--- src/rtl/lld_pkg.sv ---
// Package for the least-loaded dispatcher: operation and status codes, reset
// values and the command/status structs between controller and datapath.
// No dependencies.
`timescale 1ns / 1ps

package lld_pkg;

    localparam int MAX_WORKERS_DEF = 16;

    localparam int COOKS_W = 7;
    localparam logic [COOKS_W-1:0] COOKS_RESET = 7'd5;

    localparam int LOAD_W  = 8;
    localparam int FUNC_W  = 2;
    localparam int INDEX_W = 4;
    localparam int STAT_W  = 2;
    localparam int COUNT_W = 5;

    localparam int IN_DATA_W  = 8;
    localparam int IN_USER_W  = 2;
    localparam int OUT_DATA_W = 16;

    localparam logic [FUNC_W-1:0] FUNC_DISPATCH = 2'd0;
    localparam logic [FUNC_W-1:0] FUNC_DONE     = 2'd1;
    localparam logic [FUNC_W-1:0] FUNC_EXIT     = 2'd2;

    localparam logic [STAT_W-1:0] STAT_OK       = 2'd0;
    localparam logic [STAT_W-1:0] STAT_FULL     = 2'd1;
    localparam logic [STAT_W-1:0] STAT_INACTIVE = 2'd2;

    typedef struct packed {
        logic load_item;
        logic decode;
        logic scan_start;
        logic exit_start;
        logic step;
        logic disp_apply;
        logic done_rd;
        logic done_wr;
        logic exit_apply;
        logic load_out;
    } lld_cmd_t;

    typedef struct packed {
        logic [FUNC_W-1:0] func;
        logic              idx_active;
        logic              walk_done;
        logic              out_free;
    } lld_stat_t;

endpackage

--- src/rtl/lld_ctrl.sv ---
// Controller for the least-loaded dispatcher: sequences decode, table scan,
// load update, table compaction and result hand-off. Depends on lld_pkg.
`timescale 1ns / 1ps

module lld_ctrl (
    input  logic              clk,
    input  logic              rst_n,
    input  logic              in_valid,
    output logic              in_ready,
    input  lld_pkg::lld_stat_t stat,
    output lld_pkg::lld_cmd_t  cmd
);
    import lld_pkg::*;

    localparam logic [2:0] S_IDLE   = 3'd0;
    localparam logic [2:0] S_DECODE = 3'd1;
    localparam logic [2:0] S_SCAN   = 3'd2;
    localparam logic [2:0] S_DISP   = 3'd3;
    localparam logic [2:0] S_DRD    = 3'd4;
    localparam logic [2:0] S_DWR    = 3'd5;
    localparam logic [2:0] S_EXIT   = 3'd6;
    localparam logic [2:0] S_RESULT = 3'd7;

    logic [2:0] state_reg;
    logic [2:0] state_next;

    assign in_ready = (state_reg == S_IDLE);

    always_comb
    begin
        cmd        = '0;
        state_next = state_reg;
        case (state_reg)
            S_IDLE:
            begin
                cmd.load_item = in_valid;
                if (in_valid)
                begin
                    state_next = S_DECODE;
                end
            end
            S_DECODE:
            begin
                cmd.decode = 1'b1;
                if (stat.func == FUNC_DISPATCH)
                begin
                    cmd.scan_start = 1'b1;
                    state_next     = S_SCAN;
                end
                else if (stat.func == FUNC_DONE && stat.idx_active)
                begin
                    state_next = S_DRD;
                end
                else if (stat.func == FUNC_EXIT && stat.idx_active)
                begin
                    cmd.exit_start = 1'b1;
                    state_next     = S_EXIT;
                end
                else
                begin
                    state_next = S_RESULT;
                end
            end
            S_SCAN:
            begin
                cmd.step = 1'b1;
                if (stat.walk_done)
                begin
                    state_next = S_DISP;
                end
            end
            S_DISP:
            begin
                cmd.disp_apply = 1'b1;
                state_next     = S_RESULT;
            end
            S_DRD:
            begin
                cmd.done_rd = 1'b1;
                state_next  = S_DWR;
            end
            S_DWR:
            begin
                cmd.done_wr = 1'b1;
                state_next  = S_RESULT;
            end
            S_EXIT:
            begin
                cmd.step       = 1'b1;
                cmd.exit_apply = stat.walk_done;
                if (stat.walk_done)
                begin
                    state_next = S_RESULT;
                end
            end
            S_RESULT:
            begin
                // hold until the output register can take the transaction
                cmd.load_out = stat.out_free;
                if (stat.out_free)
                begin
                    state_next = S_IDLE;
                end
            end
            default:
            begin
                state_next = S_IDLE;
            end
        endcase
    end

    always_ff @(posedge clk or negedge rst_n)
    begin
        if (!rst_n)
        begin
            state_reg <= S_IDLE;
        end
        else
        begin
            state_reg <= state_next;
        end
    end

endmodule

--- src/rtl/lld_datapath.sv ---
// Datapath for the least-loaded dispatcher: worker load memory, worker count,
// scan/compaction pointer, best-candidate tracker and output register.
// Depends on lld_pkg; driven by lld_ctrl commands.
`timescale 1ns / 1ps

module lld_datapath #(
    parameter int MAX_WORKERS = lld_pkg::MAX_WORKERS_DEF
) (
    input  logic                              clk,
    input  logic                              rst_n,
    input  lld_pkg::lld_cmd_t                 cmd,
    output lld_pkg::lld_stat_t                stat,
    input  logic [lld_pkg::FUNC_W-1:0]        in_func,
    input  logic [lld_pkg::INDEX_W-1:0]       in_index,
    input  logic                              cfg_valid,
    output logic                              cfg_ready,
    input  logic [lld_pkg::COOKS_W-1:0]       cfg_data,
    output logic                              out_valid,
    input  logic                              out_ready,
    output logic [lld_pkg::INDEX_W-1:0]       out_assigned,
    output logic                              out_new,
    output logic [lld_pkg::STAT_W-1:0]        out_status,
    output logic [lld_pkg::COUNT_W-1:0]       out_count
);
    import lld_pkg::*;

    localparam int IW = (MAX_WORKERS > 1) ? $clog2(MAX_WORKERS) : 1;
    localparam int CW = $clog2(MAX_WORKERS + 1);
    localparam int XW = CW + INDEX_W;
    localparam logic [CW-1:0] MAX_CNT = CW'(MAX_WORKERS);

    logic [LOAD_W-1:0] mem [MAX_WORKERS];

    logic [COOKS_W-1:0] cooks_reg;
    logic [FUNC_W-1:0]  func_reg;
    logic [INDEX_W-1:0] idx_reg;
    logic [CW-1:0]      count_reg;
    logic [CW-1:0]      ptr_reg;
    logic               pend_reg;
    logic [IW-1:0]      pend_ptr_reg;
    logic               found_reg;
    logic [IW-1:0]      best_reg;
    logic [LOAD_W-1:0]  best_load_reg;
    logic [LOAD_W-1:0]  rd_data_reg;
    logic [INDEX_W-1:0] res_assigned_reg;
    logic               res_fresh_reg;
    logic [STAT_W-1:0]  res_status_reg;
    logic               out_valid_reg;
    logic [INDEX_W-1:0] out_assigned_reg;
    logic               out_new_reg;
    logic [STAT_W-1:0]  out_status_reg;
    logic [COUNT_W-1:0] out_count_reg;

    logic [XW-1:0]      idx_ext;
    logic [XW-1:0]      count_ext;
    logic [XW-1:0]      best_ext;
    logic [XW-1:0]      ptr_plus;
    logic               idx_active;
    logic [LOAD_W-1:0]  cap;
    logic               issue;
    logic [IW-1:0]      rd_addr;
    logic               wr_en;
    logic [IW-1:0]      wr_addr;
    logic [LOAD_W-1:0]  wr_data;
    logic               better;
    logic               is_dispatch;

    assign idx_ext     = {{CW{1'b0}}, idx_reg};
    assign count_ext   = {{INDEX_W{1'b0}}, count_reg};
    assign best_ext    = {{(XW-IW){1'b0}}, best_reg};
    assign ptr_plus    = idx_ext + XW'(1);
    assign idx_active  = idx_ext < count_ext;
    assign cap         = {cooks_reg, 1'b0};
    assign is_dispatch = (func_reg == FUNC_DISPATCH);
    assign issue       = cmd.step && (ptr_reg < count_reg);
    assign rd_addr     = cmd.done_rd ? idx_ext[IW-1:0] : ptr_reg[IW-1:0];
    assign better      = (rd_data_reg < cap) && (!found_reg || rd_data_reg < best_load_reg);

    assign cfg_ready = 1'b1;

    assign stat.func       = func_reg;
    assign stat.idx_active = idx_active;
    assign stat.walk_done  = (ptr_reg >= count_reg) && !pend_reg;
    assign stat.out_free   = !out_valid_reg || out_ready;

    // one write port: load update, append, or shift-down during exit
    always_comb
    begin
        wr_en   = 1'b0;
        wr_addr = best_reg;
        wr_data = best_load_reg + LOAD_W'(1);
        if (cmd.disp_apply)
        begin
            if (found_reg)
            begin
                wr_en = 1'b1;
            end
            else if (count_reg < MAX_CNT)
            begin
                wr_en   = 1'b1;
                wr_addr = count_reg[IW-1:0];
                wr_data = LOAD_W'(1);
            end
        end
        else if (cmd.done_wr)
        begin
            wr_en   = 1'b1;
            wr_addr = idx_ext[IW-1:0];
            wr_data = (rd_data_reg != '0) ? rd_data_reg - LOAD_W'(1) : rd_data_reg;
        end
        else if (cmd.step && !is_dispatch && pend_reg)
        begin
            wr_en   = 1'b1;
            wr_addr = pend_ptr_reg - IW'(1);
            wr_data = rd_data_reg;
        end
    end

    always_ff @(posedge clk)
    begin
        if (wr_en)
        begin
            mem[wr_addr] <= wr_data;
        end
        rd_data_reg <= mem[rd_addr];
    end

    // item, tracker and result payload
    always_ff @(posedge clk)
    begin
        if (cmd.load_item)
        begin
            func_reg <= in_func;
            idx_reg  <= in_index;
        end
        if (cmd.step && is_dispatch && pend_reg && better)
        begin
            best_reg      <= pend_ptr_reg;
            best_load_reg <= rd_data_reg;
        end
        if (issue)
        begin
            pend_ptr_reg <= ptr_reg[IW-1:0];
        end
        if (cmd.decode)
        begin
            res_assigned_reg <= idx_reg;
            res_fresh_reg    <= 1'b0;
            res_status_reg   <= ((func_reg == FUNC_DONE || func_reg == FUNC_EXIT) && !idx_active)
                                ? STAT_INACTIVE : STAT_OK;
        end
        if (cmd.disp_apply)
        begin
            if (found_reg)
            begin
                res_assigned_reg <= best_ext[INDEX_W-1:0];
            end
            else if (count_reg < MAX_CNT)
            begin
                res_assigned_reg <= count_ext[INDEX_W-1:0];
                res_fresh_reg    <= 1'b1;
            end
            else
            begin
                res_status_reg <= STAT_FULL;
            end
        end
        if (cmd.load_out)
        begin
            out_assigned_reg <= res_assigned_reg;
            out_new_reg      <= res_fresh_reg;
            out_status_reg   <= res_status_reg;
            out_count_reg    <= count_ext[COUNT_W-1:0];
        end
    end

    always_ff @(posedge clk or negedge rst_n)
    begin
        if (!rst_n)
        begin
            cooks_reg     <= COOKS_RESET;
            count_reg     <= '0;
            ptr_reg       <= '0;
            pend_reg      <= 1'b0;
            found_reg     <= 1'b0;
            out_valid_reg <= 1'b0;
        end
        else
        begin
            if (cfg_valid)
            begin
                cooks_reg <= cfg_data;
            end
            if (cmd.scan_start)
            begin
                ptr_reg   <= '0;
                pend_reg  <= 1'b0;
                found_reg <= 1'b0;
            end
            else if (cmd.exit_start)
            begin
                ptr_reg  <= ptr_plus[CW-1:0];
                pend_reg <= 1'b0;
            end
            else if (cmd.step)
            begin
                pend_reg <= issue;
                if (issue)
                begin
                    ptr_reg <= ptr_reg + CW'(1);
                end
                if (is_dispatch && pend_reg && better)
                begin
                    found_reg <= 1'b1;
                end
            end
            if (cmd.disp_apply && !found_reg && count_reg < MAX_CNT)
            begin
                count_reg <= count_reg + CW'(1);
            end
            else if (cmd.exit_apply)
            begin
                count_reg <= count_reg - CW'(1);
            end
            if (cmd.load_out)
            begin
                out_valid_reg <= 1'b1;
            end
            else if (out_ready)
            begin
                out_valid_reg <= 1'b0;
            end
        end
    end

    assign out_valid    = out_valid_reg;
    assign out_assigned = out_assigned_reg;
    assign out_new      = out_new_reg;
    assign out_status   = out_status_reg;
    assign out_count    = out_count_reg;

`ifndef SYNTHESIS
    a_count_bound: assert property (@(posedge clk) disable iff (!rst_n)
        count_reg <= MAX_CNT)
        else $error("worker count above table size");

    a_best_qualifies: assert property (@(posedge clk) disable iff (!rst_n)
        (cmd.disp_apply && found_reg) |-> (best_load_reg < cap))
        else $error("chosen worker is at or above capacity");

    a_exit_shrinks: assert property (@(posedge clk) disable iff (!rst_n)
        cmd.exit_apply |=> (count_reg == $past(count_reg) - CW'(1)))
        else $error("exit did not remove exactly one worker");

    a_out_blocked: assert property (@(posedge clk) disable iff (!rst_n)
        (out_valid_reg && !out_ready) |-> !cmd.load_out)
        else $error("result overwritten before transaction");
`endif

endmodule

--- src/rtl/least_loaded_dispatcher_unit.sv ---
// Top level of the least-loaded dispatcher: stream ports, configuration
// port, controller and datapath. Depends on lld_pkg, lld_ctrl, lld_datapath.
//
//  channel   direction  handshake                      payload
//  s_axis    in         s_axis_tvalid / s_axis_tready  tdata: worker_index; tuser: func
//  m_axis    out        m_axis_tvalid / m_axis_tready  tdata: result fields
//  cfg       in         cfg_valid / cfg_ready          cfg_data: cooks_per_worker
//
// One transaction at a time, from the accept cycle through the cycle that loads the
// output register. Dispatch scans the load memory one entry a cycle through its
// registered read port. Done reads the entry and writes it back decremented; exit
// shifts each entry above worker_index down by one place. Reset clears the worker
// count; load entries are written before read. A stalled output holds the
// controller in its result state.
`timescale 1ns / 1ps

module least_loaded_dispatcher_unit #(
    parameter int MAX_WORKERS = lld_pkg::MAX_WORKERS_DEF
) (
    input  logic                              clk,
    input  logic                              rst_n,
    input  logic                              s_axis_tvalid,
    output logic                              s_axis_tready,
    // [3:0] worker_index, [7:4] zero
    input  logic [lld_pkg::IN_DATA_W-1:0]     s_axis_tdata,
    // [1:0] func
    input  logic [lld_pkg::IN_USER_W-1:0]     s_axis_tuser,
    output logic                              m_axis_tvalid,
    input  logic                              m_axis_tready,
    // [3:0] assigned_index, [4] new_worker, [6:5] status, [11:7] active_count,
    // [15:12] zero
    output logic [lld_pkg::OUT_DATA_W-1:0]    m_axis_tdata,
    input  logic                              cfg_valid,
    output logic                              cfg_ready,
    input  logic [lld_pkg::COOKS_W-1:0]       cfg_data
);
    import lld_pkg::*;

    lld_cmd_t  cmd;
    lld_stat_t stat;

    logic [INDEX_W-1:0] out_assigned;
    logic               out_new;
    logic [STAT_W-1:0]  out_status;
    logic [COUNT_W-1:0] out_count;

    lld_ctrl u_ctrl (
        .clk      (clk),
        .rst_n    (rst_n),
        .in_valid (s_axis_tvalid),
        .in_ready (s_axis_tready),
        .stat     (stat),
        .cmd      (cmd)
    );

    lld_datapath #(
        .MAX_WORKERS (MAX_WORKERS)
    ) u_datapath (
        .clk          (clk),
        .rst_n        (rst_n),
        .cmd          (cmd),
        .stat         (stat),
        .in_func      (s_axis_tuser[FUNC_W-1:0]),
        .in_index     (s_axis_tdata[INDEX_W-1:0]),
        .cfg_valid    (cfg_valid),
        .cfg_ready    (cfg_ready),
        .cfg_data     (cfg_data),
        .out_valid    (m_axis_tvalid),
        .out_ready    (m_axis_tready),
        .out_assigned (out_assigned),
        .out_new      (out_new),
        .out_status   (out_status),
        .out_count    (out_count)
    );

    assign m_axis_tdata = {4'b0000, out_count, out_status, out_new, out_assigned};

endmodule
--- config.mk ---
export PLATFORM = sky130hd
export DESIGN_NAME = least_loaded_dispatcher_unit
export DESIGN_NICKNAME = d
export VERILOG_FILES = /design/src/rtl/lld_pkg.sv /design/src/rtl/lld_ctrl.sv /design/src/rtl/lld_datapath.sv /design/src/rtl/least_loaded_dispatcher_unit.sv
export SDC_FILE = /design/constraint.sdc
export NUM_CORES = 1
export LEC_CHECK = 0
export ABC_AREA = 1
export ABC_CLOCK_PERIOD_IN_PS = 6200
export BUFFER_PORTS_ARGS = -buffer_cell sky130_fd_sc_hd__buf_2
export CAP_MARGIN = 10
export CORE_ASPECT_RATIO = 2
export CORE_MARGIN = 4
export CORE_UTILIZATION = 40
export CTS_BUF_LIST = sky130_fd_sc_hd__clkbuf_8
export CTS_CLUSTER_SIZE = 10
export DETAILED_ROUTE_END_ITERATION = 7
export PLACE_DENSITY_LB_ADDON = 0.2
export SLEW_MARGIN = 20
export SYNTH_ARGS = -nofsm -noshare
export SYNTH_HDL_FRONTEND = slang
export SYNTH_SLANG_ARGS = --single-unit
--- constraint.sdc ---
create_clock -name clk -period 6.2 [get_ports clk]
set_clock_uncertainty 0.1 [all_clocks]
set_input_delay 1.24 -clock clk [delete_from_list [all_inputs] [get_ports clk]]
set_output_delay 1.24 -clock clk [all_outputs]
set_load 0.01 [all_outputs]
==> impl_metrics.csv <==
group,metric,value,unit
grt,antenna_found_initial,1,
placed_design,place.gp.congestion,0.877,
critical_path,required,6.20,ns
finish,fillers,2136,
route,wl,21700,um
yosys,yosys-top-cells-count,"edfxtp_1, nand2_1, o21ai_0, nor2_1, inv_1",
yosys,synth.most_common_cell,"edfxtp_1",
yosys,netlist_area,9260,um2
route,via_per_inst,5.15,
yosys,synth-edff-count,162,
cts,holdBufCountCts,0,
cts,cts_made_buffers,17,
cts,root_buffer,"clkbuf_8",
critical_path,crit_type,"reg2reg",
finish,final-seq-area,5740,um2
run_status,outcome,"finished, final reports clean",
finish,final_core_utilization,44.5,%
yosys,async_flop_share,11.5,%
sta,maxSlewHeadroom,32.1,%
route,vias,6188,
critical_path,endpoint_kind,"register",
cts,cts_tree,"done",
finish,multi_input_area,3020,um2
cts,cts_sinks,200,
run,max_cap_violations,0,
floorplan,initial_core_util,40.7,%
sta,hold_viol,0,
floorplan,placementRows,78,
grt,grt_pass1_wl,33400,um
route,ant_nets,0,
yosys,ys_types,41,
cts,post-cts-setup-buffers,0,
floorplan,core_area,22700,um2
yosys,synth-seq-cells,200,
sta,finalSetupViolations,0,
min_path,min_path_type,"reg2reg",
critical_path,worst_path_dominant_cell_family,"simple AND/OR/NAND/NOR gates",
route,wl_per_cell,18.1,um
floorplan,fp.dieW,116,um
grt,overflow,0,
power,vdd_drop_max,0.311,mV
critical_path,cpMaxStageDelayCell,"nor2_1",
cts,cts_buffer_depth,2,
placed_design,io_buffers,31,
yosys,synthTopCellsByArea,"edfxtp_1, o21ai_0, dfrtp_1, nand2_1, ha_1",
critical_path,critPathMaxFanout,14,
sta,fin_setup_tns,0,ns
floorplan,dieArea,25800,um2
grt,grt_pass1_vias,6230,
power,cellPowerDensity,502,nW/um2
route,drtIter0Drc,343,
yosys,synth_ff_type,"edfxtp_1",
cts,cts_resized,0,
critical_path,arrival,3.21,ns
critical_path,cp_cell_sequence,"nand2_1 -> nor2_2 -> inv_2 -> nor2_4 -> inv_1 -> nor2_1 -> a21oi_1 -> nand2_1 -> nand2_1 -> nor2_1",
sta,tightest_slew,1.02,ns
cts,cts.htree.levels,4,
finish,largest_register_ffs,128,
cts,worstSkewPairLatency,0.48,ns
cts,clkSlewWorstSetupHoldPaths,0.09,ns
yosys,yosysSeqAreaShare,62.0,%
yosys,synth_top_area_cell,"edfxtp_1",
route,drc,0,
critical_path,cpPeakStageDelay,0.69,ns
floorplan,fp.dieH,223,um
yosys,syn-mean-instance-area,10.6,um2
finish,drive_gt1_share,9.77,%
placed_design,hpwl,15700,um
grt,grt_use_total,17.4,%
yosys,syn_inst,876,
power,leakage,3.97,nW
sta,final.period_utilization,51.7,%
sta,fmaxAchievable,312,MHz
sta,maxSlewViolCount,0,
yosys,yosys_warnings,0,
grt,grt_start_max_net_pins,66,
critical_path,critical_path_buf_inv_count,2,
finish,area_growth,9.38,%
sta,period_needed,3.20,ns
critical_path,path_common_cell,"nand2_1",
finish,nets,965,
floorplan,ios,41,
route,dr.pass1.iters,5,
sta,rsz0062_at_grt,"no",
critical_path,worstSetupStartpointType,"register",
yosys,synth_top_cell_area_share,52.5,%
where the power goes:
group / total (mW) / leakage (nW) / switching, mW / internal (mW)
clock network: 0.859 / 0.208 / 0.432 / 0.427
registers: 2.17 / 1.87 / 0.188 / 1.98
logic: 2.06 / 1.90 / 1.45 / 0.609
total: 5.08 / 3.97 / 2.07 / 3.02
metrics by stage:
| step | cell area (um2) | setup WS, ns | power [mW] | instances | hold slack, ns |
|---|---|---|---|---|---|
| after floorplan | 9270 | 3.47 | 3.55 | 879 | 0.303 |
| after global placement | 9730 | 3.02 | 4.24 | 1171 | 0.314 |
| after detailed placement | 9730 | 2.95 | 4.28 | 1171 | 0.314 |
| after CTS | 10100 | 2.92 | 5.14 | 1201 | 0.338 |
| after global routing | 10100 | 2.74 | 5.46 | 1202 | 0.349 |
| final | 10100 | 3.00 | 5.08 | 1202 | 0.343 |
per-layer routing:
metal  vias up  track usage (%)  part of all wire (%)
met5         -                0                     0
met4         0             9.70                   5.0
met3        46             2.93                   2.6
met2        98             33.7                    57
met1      2946             16.4                    35
li1       3098                -                     -
final timing paths:
kind,cells after the start,startpoint,slack (ns),endpoint
worst max register to register,10,u_ctrl.state_reg[0]$_DFFE_PN0P_,3.00,u_datapath.mem[10][6]$_DFFE_PP_
worst min-delay path,0,u_datapath.res_assigned_reg[3]$_DFF_P_,0.34,u_datapath.out_assigned[3]$_DFFE_PP_
worst min register to register,0,u_datapath.res_assigned_reg[3]$_DFF_P_,0.34,u_datapath.out_assigned[3]$_DFFE_PP_
worst max-delay path,10,u_ctrl.state_reg[0]$_DFFE_PN0P_,3.00,u_datapath.mem[10][6]$_DFFE_PP_
max in group asynchronous,1,rst_n,4.94,u_datapath.cooks_reg[3]$_DFFE_PN0P_
min in group asynchronous,1,rst_n,0.66,u_ctrl.state_reg[2]$_DFFE_PN0P_
logic make-up after synthesis:
family          Yosys count  synth area share [%]
compound gates          208                  13.1
fa+ha+maj                33                  4.54
buf+inv                 130                  5.84
other cells               2                0.0811
simple gates            287                  12.9
xor+xnor                 16                  1.51
flops                   200                  62.0
layout make-up:
cell class | instances | share of cell area [%]
repair buffers | 43 | 2.42
clock buffers | 17 | 2.31
multi-input cells | 549 | 29.8
clock inverters | 13 | 1.62
diodes | 1 | 0.0247
well taps | 280 | 3.46
flip-flops and latches | 200 | 56.7
inverters | 99 | 3.67
cell usage in the layout (no fill, tap or decap), types with 3 or more instances in the layout:
master | Yosys | routed
o21ai_0 | 114 | 111
nand4_1 | 11 | 11
buf_4 | 8 | 12
dfrtp_1 | 21 | 21
a21oi_1 | 20 | 20
nand3_1 | 30 | 30
inv_2 | 3 | 3
nor2_1 | 102 | 102
a211oi_1 | 5 | 5
clkinv_1 | 0 | 3
xnor2_1 | 4 | 4
clkbuf_8 | 0 | 17
buf_2 | 17 | 31
conb_1 | 2 | 5
ha_1 | 32 | 32
bufinv_16 | 0 | 4
o22ai_1 | 5 | 5
inv_1 | 96 | 99
dfxtp_1 | 15 | 15
nand2_1 | 130 | 130
o211ai_1 | 42 | 42
nor2_2 | 5 | 5
o21ai_1 | 9 | 12
edfxtp_1 | 162 | 162
xor2_1 | 12 | 12
worst reg2reg max path: cells and delay by family, from the launching register on:
family          cells  cell delay, ns
compound gates      1            0.07
buf+inv             2            0.45
flops               1            0.47
simple gates        7            1.73
Power figures use the tool's default switching activity.
